==> src/hw/rtl/vjg_pkg.sv <==
// Shared types and constants of the vector job gate register block.
// Used by vjg_dp, vjg_ctrl and the top level; depends on nothing.
package vjg_pkg;

	localparam logic [63:0] ID_VALUE     = 64'h534c_5547_4152_4301;
	localparam logic [63:0] POLICY_VALUE = 64'h534c_5547_0000_0001;
	localparam logic [63:0] WINDOW_NS    = 64'd1000000000;

	// input commands
	localparam logic [1:0] CMD_READ  = 2'd0;
	localparam logic [1:0] CMD_WRITE = 2'd1;
	localparam logic [1:0] CMD_TIMER = 2'd2;

	// job status
	localparam logic [2:0] ST_IDLE     = 3'd0;
	localparam logic [2:0] ST_BUSY     = 3'd1;
	localparam logic [2:0] ST_DONE     = 3'd2;
	localparam logic [2:0] ST_PREFAIL  = 3'd3;
	localparam logic [2:0] ST_POSTFAIL = 3'd4;

	// error codes
	localparam logic [2:0] ER_NONE       = 3'd0;
	localparam logic [2:0] ER_EPOCH      = 3'd1;
	localparam logic [2:0] ER_RANGE      = 3'd2;
	localparam logic [2:0] ER_CAPACITY   = 3'd3;
	localparam logic [2:0] ER_REQUEST    = 3'd4;
	localparam logic [2:0] ER_COMPLETION = 3'd5;
	localparam logic [2:0] ER_DESCRIPTOR = 3'd6;

	// job phases
	localparam logic [1:0] PH_COMPUTE = 2'd0;
	localparam logic [1:0] PH_LINK    = 2'd1;
	localparam logic [1:0] PH_RECORD  = 2'd2;

	// descriptor slots
	localparam int D_JEPOCH  = 0;
	localparam int D_JOB     = 1;
	localparam int D_SRC     = 2;
	localparam int D_DST     = 3;
	localparam int D_WORDS   = 4;
	localparam int D_SCALAR  = 5;
	localparam int D_RELEASE = 6;
	localparam int D_FAULT   = 7;

	// timestamp slots
	localparam int T_FINISHED = 0;
	localparam int T_CSTART   = 1;
	localparam int T_CEND     = 2;
	localparam int T_LSTART   = 3;
	localparam int T_LEND     = 4;
	localparam int T_QWAIT    = 5;

	// configuration register indexes
	localparam logic [2:0] CFG_ENFORCE  = 3'd0;
	localparam logic [2:0] CFG_REC_DLY  = 3'd1;
	localparam logic [2:0] CFG_CPW      = 3'd2;
	localparam logic [2:0] CFG_BW       = 3'd3;
	localparam logic [2:0] CFG_LATENCY  = 3'd4;
	localparam logic [2:0] CFG_MEM      = 3'd5;

	// control window offsets
	localparam logic [8:0] OFF_ID       = 9'h000;
	localparam logic [8:0] OFF_STATUS   = 9'h008;
	localparam logic [8:0] OFF_ERROR    = 9'h010;
	localparam logic [8:0] OFF_EPOCH    = 9'h018;
	localparam logic [8:0] OFF_DESC_LO  = 9'h020;
	localparam logic [8:0] OFF_DESC_HI  = 9'h058;
	localparam logic [8:0] OFF_CAP      = 9'h060;
	localparam logic [8:0] OFF_COUNT    = 9'h068;
	localparam logic [8:0] OFF_COMMIT   = 9'h070;
	localparam logic [8:0] OFF_TS_LO    = 9'h078;
	localparam logic [8:0] OFF_TS_HI    = 9'h0a0;
	localparam logic [8:0] OFF_START    = 9'h0a8;
	localparam logic [8:0] OFF_REJECTED = 9'h0b0;
	localparam logic [8:0] OFF_POLICY   = 9'h0b8;
	localparam logic [8:0] OFF_ENFORCE  = 9'h0c0;
	localparam logic [8:0] OFF_REC_DLY  = 9'h0c8;
	localparam logic [8:0] OFF_CPW      = 9'h0d0;
	localparam logic [8:0] OFF_BW       = 9'h0d8;
	localparam logic [8:0] OFF_LATENCY  = 9'h0e0;
	localparam logic [8:0] OFF_REQS     = 9'h0e8;
	localparam logic [8:0] OFF_CMPLS    = 9'h0f0;
	localparam logic [8:0] OFF_FAILS    = 9'h0f8;
	localparam logic [8:0] OFF_NOW      = 9'h100;

	// datapath operations
	localparam logic [4:0] OP_IDLE       = 5'd0;
	localparam logic [4:0] OP_LATCH      = 5'd1;
	localparam logic [4:0] OP_READ       = 5'd2;
	localparam logic [4:0] OP_REJECT     = 5'd3;
	localparam logic [4:0] OP_DESC_WR    = 5'd4;
	localparam logic [4:0] OP_EPOCH_WR   = 5'd5;
	localparam logic [4:0] OP_CAP_WR     = 5'd6;
	localparam logic [4:0] OP_START_INIT = 5'd7;
	localparam logic [4:0] OP_ABORT      = 5'd8;
	localparam logic [4:0] OP_START_MUL  = 5'd9;
	localparam logic [4:0] OP_START_ARM  = 5'd10;
	localparam logic [4:0] OP_LINK_START = 5'd11;
	localparam logic [4:0] OP_LINK_FREE  = 5'd12;
	localparam logic [4:0] OP_LINK_ARM   = 5'd13;
	localparam logic [4:0] OP_COMMIT     = 5'd14;
	localparam logic [4:0] OP_FINISH     = 5'd15;
	localparam logic [4:0] OP_EMIT       = 5'd16;

	typedef struct packed {
		logic [4:0] op;
		logic [2:0] code;
	} dp_cmd_t;

	typedef struct packed {
		logic       is_read;
		logic       is_write;
		logic       is_timer;
		logic       bad_wr;
		logic       off_desc;
		logic       off_epoch;
		logic       off_cap;
		logic       off_start;
		logic       epoch_ok;
		logic       cap_ok;
		logic       start_ok;
		logic       fail_epoch;
		logic       fail_desc;
		logic       fail_range;
		logic       fail_cap;
		logic       fail_req;
		logic       fail_cmpl;
		logic [1:0] phase;
		logic       div_done;
	} dp_flags_t;

endpackage

==> src/hw/rtl/vjg_ctrl.sv <==
// Controller: sequences decode, start checks, phase steps and result hand-off.
// Depends on vjg_pkg; talks to vjg_dp through dp_cmd_t and dp_flags_t.
module vjg_ctrl import vjg_pkg::*; (
	input  logic      clk,
	input  logic      arst_n,
	input  logic      in_valid,
	output logic      in_ready,
	output logic      out_valid,
	input  logic      out_ready,
	input  dp_flags_t flags,
	output dp_cmd_t   cmd
);
	localparam logic [3:0] S_IDLE   = 4'd0;
	localparam logic [3:0] S_DECODE = 4'd1;
	localparam logic [3:0] S_CHK_A  = 4'd2;
	localparam logic [3:0] S_CHK_B  = 4'd3;
	localparam logic [3:0] S_ARM    = 4'd4;
	localparam logic [3:0] S_DIV    = 4'd5;
	localparam logic [3:0] S_LARM   = 4'd6;
	localparam logic [3:0] S_EMIT   = 4'd7;

	logic [3:0] state_q, state_d;
	logic       out_valid_q;
	logic       out_free;

	assign out_free = !out_valid_q || out_ready;
	assign in_ready = state_q == S_IDLE;

	always_comb begin
		state_d  = state_q;
		cmd.op   = OP_IDLE;
		cmd.code = ER_NONE;
		case (state_q)
			S_IDLE: begin
				if (in_valid) begin
					cmd.op  = OP_LATCH;
					state_d = S_DECODE;
				end
			end
			S_DECODE: begin
				state_d = S_EMIT;
				if (flags.is_read)
					cmd.op = OP_READ;
				else if (flags.is_write) begin
					if (flags.bad_wr)
						cmd.op = OP_REJECT;
					else if (flags.off_desc)
						cmd.op = OP_DESC_WR;
					else if (flags.off_epoch)
						cmd.op = flags.epoch_ok ? OP_EPOCH_WR : OP_REJECT;
					else if (flags.off_cap)
						cmd.op = flags.cap_ok ? OP_CAP_WR : OP_REJECT;
					else if (flags.off_start && flags.start_ok) begin
						cmd.op  = OP_START_INIT;
						state_d = S_CHK_A;
					end else
						cmd.op = OP_REJECT;
				end else if (flags.is_timer) begin
					case (flags.phase)
						PH_COMPUTE: begin
							cmd.op  = OP_LINK_START;
							state_d = S_DIV;
						end
						PH_LINK: cmd.op = OP_COMMIT;
						default: begin
							if (flags.fail_cmpl) begin
								cmd.op   = OP_ABORT;
								cmd.code = ER_COMPLETION;
							end else
								cmd.op = OP_FINISH;
						end
					endcase
				end
			end
			S_CHK_A: begin
				state_d = S_EMIT;
				if (flags.fail_epoch) begin
					cmd.op   = OP_ABORT;
					cmd.code = ER_EPOCH;
				end else if (flags.fail_desc) begin
					cmd.op   = OP_ABORT;
					cmd.code = ER_DESCRIPTOR;
				end else
					state_d = S_CHK_B;
			end
			S_CHK_B: begin
				state_d = S_EMIT;
				if (flags.fail_range) begin
					cmd.op   = OP_ABORT;
					cmd.code = ER_RANGE;
				end else if (flags.fail_cap) begin
					cmd.op   = OP_ABORT;
					cmd.code = ER_CAPACITY;
				end else if (flags.fail_req) begin
					cmd.op   = OP_ABORT;
					cmd.code = ER_REQUEST;
				end else begin
					cmd.op  = OP_START_MUL;
					state_d = S_ARM;
				end
			end
			S_ARM: begin
				cmd.op  = OP_START_ARM;
				state_d = S_EMIT;
			end
			S_DIV: begin
				if (flags.div_done) begin
					cmd.op  = OP_LINK_FREE;
					state_d = S_LARM;
				end
			end
			S_LARM: begin
				cmd.op  = OP_LINK_ARM;
				state_d = S_EMIT;
			end
			S_EMIT: begin
				if (out_free) begin
					cmd.op  = OP_EMIT;
					state_d = S_IDLE;
				end
			end
			default: state_d = S_IDLE;
		endcase
	end

	always_ff @(posedge clk or negedge arst_n) begin
		if (!arst_n) begin
			state_q     <= S_IDLE;
			out_valid_q <= 1'b0;
		end else begin
			state_q <= state_d;
			if (cmd.op == OP_EMIT)
				out_valid_q <= 1'b1;
			else if (out_ready)
				out_valid_q <= 1'b0;
		end
	end

	assign out_valid = out_valid_q;

	a_emit_shows: assert property (@(posedge clk) disable iff (!arst_n)
		(cmd.op == OP_EMIT) |=> out_valid_q)
		else $error("result not presented after emit");
	a_emit_waits: assert property (@(posedge clk) disable iff (!arst_n)
		(state_q == S_EMIT && out_valid_q && !out_ready) |=> (state_q == S_EMIT))
		else $error("result overwritten while the previous one is pending");
	a_checks_follow_decode: assert property (@(posedge clk) disable iff (!arst_n)
		(state_q == S_CHK_A) |-> $past(state_q == S_DECODE))
		else $error("start checks entered out of sequence");
endmodule

==> config.mk <==
export PLATFORM = sky130hd
export DESIGN_NAME = vjg_ctrl
export DESIGN_NICKNAME = d
export VERILOG_FILES = /design/src/hw/rtl/vjg_pkg.sv /design/src/hw/rtl/vjg_ctrl.sv
export SDC_FILE = /design/constraint.sdc
export NUM_CORES = 1
export LEC_CHECK = 0
export ABC_CLOCK_PERIOD_IN_PS = 2200
export BUFFER_PORTS_ARGS = -buffer_cell sky130_fd_sc_hd__buf_4
export CORE_AREA = 2 2 39 41
export DETAILED_ROUTE_END_ITERATION = 12
export DIE_AREA = 0 0 41 43
export GPL_TIMING_DRIVEN = 0
export HOLD_SLACK_MARGIN = 0.05
export PLACE_DENSITY_LB_ADDON = 0.05
export SYNTH_ARGS = -nofsm -noshare
export SYNTH_HDL_FRONTEND = slang
export SYNTH_SLANG_ARGS = --single-unit
==> constraint.sdc <==
create_clock -name clk -period 2.2 [get_ports clk]
set_clock_uncertainty 0.2 [all_clocks]
set_input_delay 0.22 -clock clk [delete_from_list [all_inputs] [get_ports clk]]
set_output_delay 0.22 -clock clk [all_outputs]
set_load 0.01 [all_outputs]
==> results.sh <==
export IMPL_status="finished, final reports clean"
export IMPL_hpwl_um=1259
export IMPL_antenna_found_initial=0
export IMPL_port_buffer_count=33
export IMPL_syn_to_final_growth_pct=58.24
export IMPL_drive_gt1_share_pct=35.90
export IMPL_yosysSeqAreaShare_pct=18.56
export IMPL_drv_cap=0
export IMPL_fp_coreArea_mm2=0.001384
export IMPL_synth_top_area_share_pct=18.56
export IMPL_crit_chain="buf_2, nor3b_1, a31oi_1, o21ai_0, a311o_1, buf_4"
export IMPL_wl_um=1644
export IMPL_synthCells=80
export IMPL_slowest_stage="dfrtp_1"
export IMPL_synthDistinctLibCells=32
export IMPL_worstPathBufferInverterCount=2
export IMPL_syn_area_per_cell_um2=6.741
export IMPL_fin_crit_sh_pct=93.56
export IMPL_vdd_drop_max_uv=663.5
export IMPL_grt_setup_unrepaired="false"
export IMPL_critPathTopFamily="compound AO/OA/AOI/OAI gates"
export IMPL_synthesis_nets=104
export IMPL_cts_max_level=1
export IMPL_timing_fmax_ghz=0.4858
export IMPL_synth_async_reset_ratio_pct=100.0
export IMPL_power_w=0.0009294
export IMPL_routedWlPerCell_um=12.36
export IMPL_synth_edff_count=0
export IMPL_period_minus_slack_ns=2.058
export IMPL_cts_buffers=3
export IMPL_dieWidth_um=41
export IMPL_hold_viol=0
export IMPL_setup_viol=0
export IMPL_cts_sinks=4
export IMPL_drtPass1Iterations=4
export IMPL_path_max_fanout=10
export IMPL_p_per_area_mw_per_mm2=1089
export IMPL_drtIter0Drc=12
export IMPL_clk_pin_slew_ns=0.04
export IMPL_worstMarginPinSlew_ns=0.6327
export IMPL_cts_setup_buffers=0
export IMPL_initial_utilization_pct=38.97
export IMPL_cts_root_buf="clkbuf_4"
export IMPL_insertion_delay_ns=0.23
export IMPL_io_pins=34
export IMPL_arrival_ns=1.64
export IMPL_slowest_delay_ns=0.39
export IMPL_synth_area_um2=539.3
export IMPL_p_leak_nw=0.4055
export IMPL_tns_ns=0
export IMPL_final_core_util_pct=61.66
export IMPL_criticalPathCategory="flip-flop to output pin"
export IMPL_end_kind="output pin"
export IMPL_ant_nets=0
export IMPL_dr_total_vias=734
export IMPL_worstPathRequired_ns=1.78
export IMPL_fin_nets=143
export IMPL_rows=14
export IMPL_grt_pass1_wl_um=2456
export IMPL_n_antenna_cell=0
export IMPL_die_y_um=43
export IMPL_cts_tree="built"
export IMPL_first_global_vias=642
export IMPL_grt_max_degree=11
export IMPL_max_slew_margin_rel_pct=56.73
export IMPL_viasPerCell=5.519
export IMPL_ys_ff_latch=4
export IMPL_yosys_warnings=0
export IMPL_gr_total_overflow=0
export IMPL_hold_path_class="input port to flip-flop"
export IMPL_synth_top_area_cell="dfrtp_1"
export IMPL_cp_start_kind="flip-flop"
export IMPL_clockBufferDepth=2
export IMPL_die_area_mm2=0.001763
export IMPL_grtUsageTotal_pct=20.36
export IMPL_place_gp_congestion=0.7965
export IMPL_final_max_slew_viol_count=0
export IMPL_synthTopCellsByArea="dfrtp_1 (19%), nand2_1 (8.4%), o21ai_0 (4.6%)"
export IMPL_synth_ff_type="dfrtp_1"
export IMPL_drc=0
## layout make-up
| class | count | area [um^2] |
|---|---|---|
| fill | 133 | 530.5 |
| multi-input combinational | 66 | 411.6 |
| timing repair buffer | 34 | 257.7 |
| sequential | 4 | 100.1 |
| clock buffer | 3 | 22.52 |
| inverter | 6 | 22.52 |
| tap | 16 | 20.02 |
| buffer | 4 | 18.77 |
## per-layer routing
| layer | part of all wire (%) | up-vias | global-route usage [%] |
|---|---|---|---|
| met1 | 43 | 330 | 25.08 |
| met2 | 50 | 27 | 33.44 |
| li1 | - | 377 | - |
| met3 | 7.1 | 0 | 6.283 |
| met5 | 0 | - | 0 |
| met4 | 0 | 0 | 4.000 |
## worst min-delay path, stage by stage
cell and delay [ns]:
buf_4 0.07, nand2b_1 0.15, nand2_1 0.07
## final timing paths
check	start	slack [ns]	cells past startpoint	end
setup / recovery	state_q[1]$_DFFE_PN0P_	0.14	6	cmd[3]
hold / removal	out_ready	0.13	3	out_valid$_DFFE_PN0P_
setup reg to reg	state_q[1]$_DFFE_PN0P_	0.64	5	state_q[1]$_DFFE_PN0P_
hold reg to reg	out_valid$_DFFE_PN0P_	0.35	2	out_valid$_DFFE_PN0P_
max in group asynchronous	arst_n	1.55	2	out_valid$_DFFE_PN0P_
min in group asynchronous	arst_n	0.15	2	state_q[2]$_DFFE_PN0P_
## report_power, final
| part | internal (W) | total, W | switching [W] |
|---|---|---|---|
| logic | 0.000324 | 0.000695 | 0.000371 |
| registers | 0.000113 | 0.000144 | 0.0000313 |
| clock network | 0.0000609 | 0.0000899 | 0.0000290 |
| total | 0.000498 | 0.000929 | 0.000431 |
## sequential cells by signal, indices dropped and copies added (netlist names)
| register | count |
|---|---|
| state_q | 3 |
| out_valid | 1 |
## cells in the final DEF (no fill, tap or decap)
cell type      count
buf_2              3
nand2_1           12
nor3b_4            1
o41ai_2            1
o41a_1             1
dfrtp_1            4
buf_4             33
a21boi_0           1
a2bb2oi_1          2
a31oi_1            2
o211ai_1           1
nor2_1             6
o21ai_1            2
a21oi_1            4
clkbuf_4           3
nand3b_1           2
nand4_1            1
a311o_1            1
clkbuf_1           1
nand3_1            2
nor2b_1            1
o22ai_1            3
o2111ai_1          1
a2111oi_0          1
or4_1              1
o21ai_0            5
nor3b_1            3
a32oi_1            2
nor3_1             4
inv_1              6
nand2b_1           3
dlygate4sd3_1      1
o2bb2ai_1          1
mux2i_1            1
a31o_2             1
## through the flow
step | cells | setup slack (ns) | area (um^2) | hold WS, ns
floorplan | 80 | 0.4749 | 539.3 | -0.2756
global placement | 129 | 0.3391 | 807.0 | -0.1837
detailed placement | 129 | 0.2938 | 807.0 | -0.1827
CTS | 133 | 0.04139 | 839.6 | 0.1205
global route | 133 | 0.06779 | 853.3 | 0.1334
finish | 133 | 0.1417 | 853.3 | 0.1267
## synth_stat cells, types with 2 or more instances
library cell,count
o22ai_1,3
a21oi_1,4
nand2b_1,3
nand2_1,12
a2bb2oi_1,2
o21ai_1,2
nand3b_1,2
nor3_1,4
nor3b_1,3
buf_2,3
inv_1,6
a32oi_1,2
o21ai_0,5
dfrtp_1,4
nand3_1,2
nor2_1,6
a31oi_1,2
## logic make-up after synthesis
group                  synth area share [%]
AOI/OAI and AO/OA                     37.36
buffers and inverters                 7.655
DFF                                   18.56
muxes                                 1.856
and+or+nand+nor                       34.57
## repair_timing
action | in CTS | in global routing
gates resized for setup | 0 | 2
endpoints found under the hold margin | 4 | 0
setup endpoints to repair | 0 | 2
hold buffers | 1 | 0
Note: power is estimated with default switching activity, not from simulation.
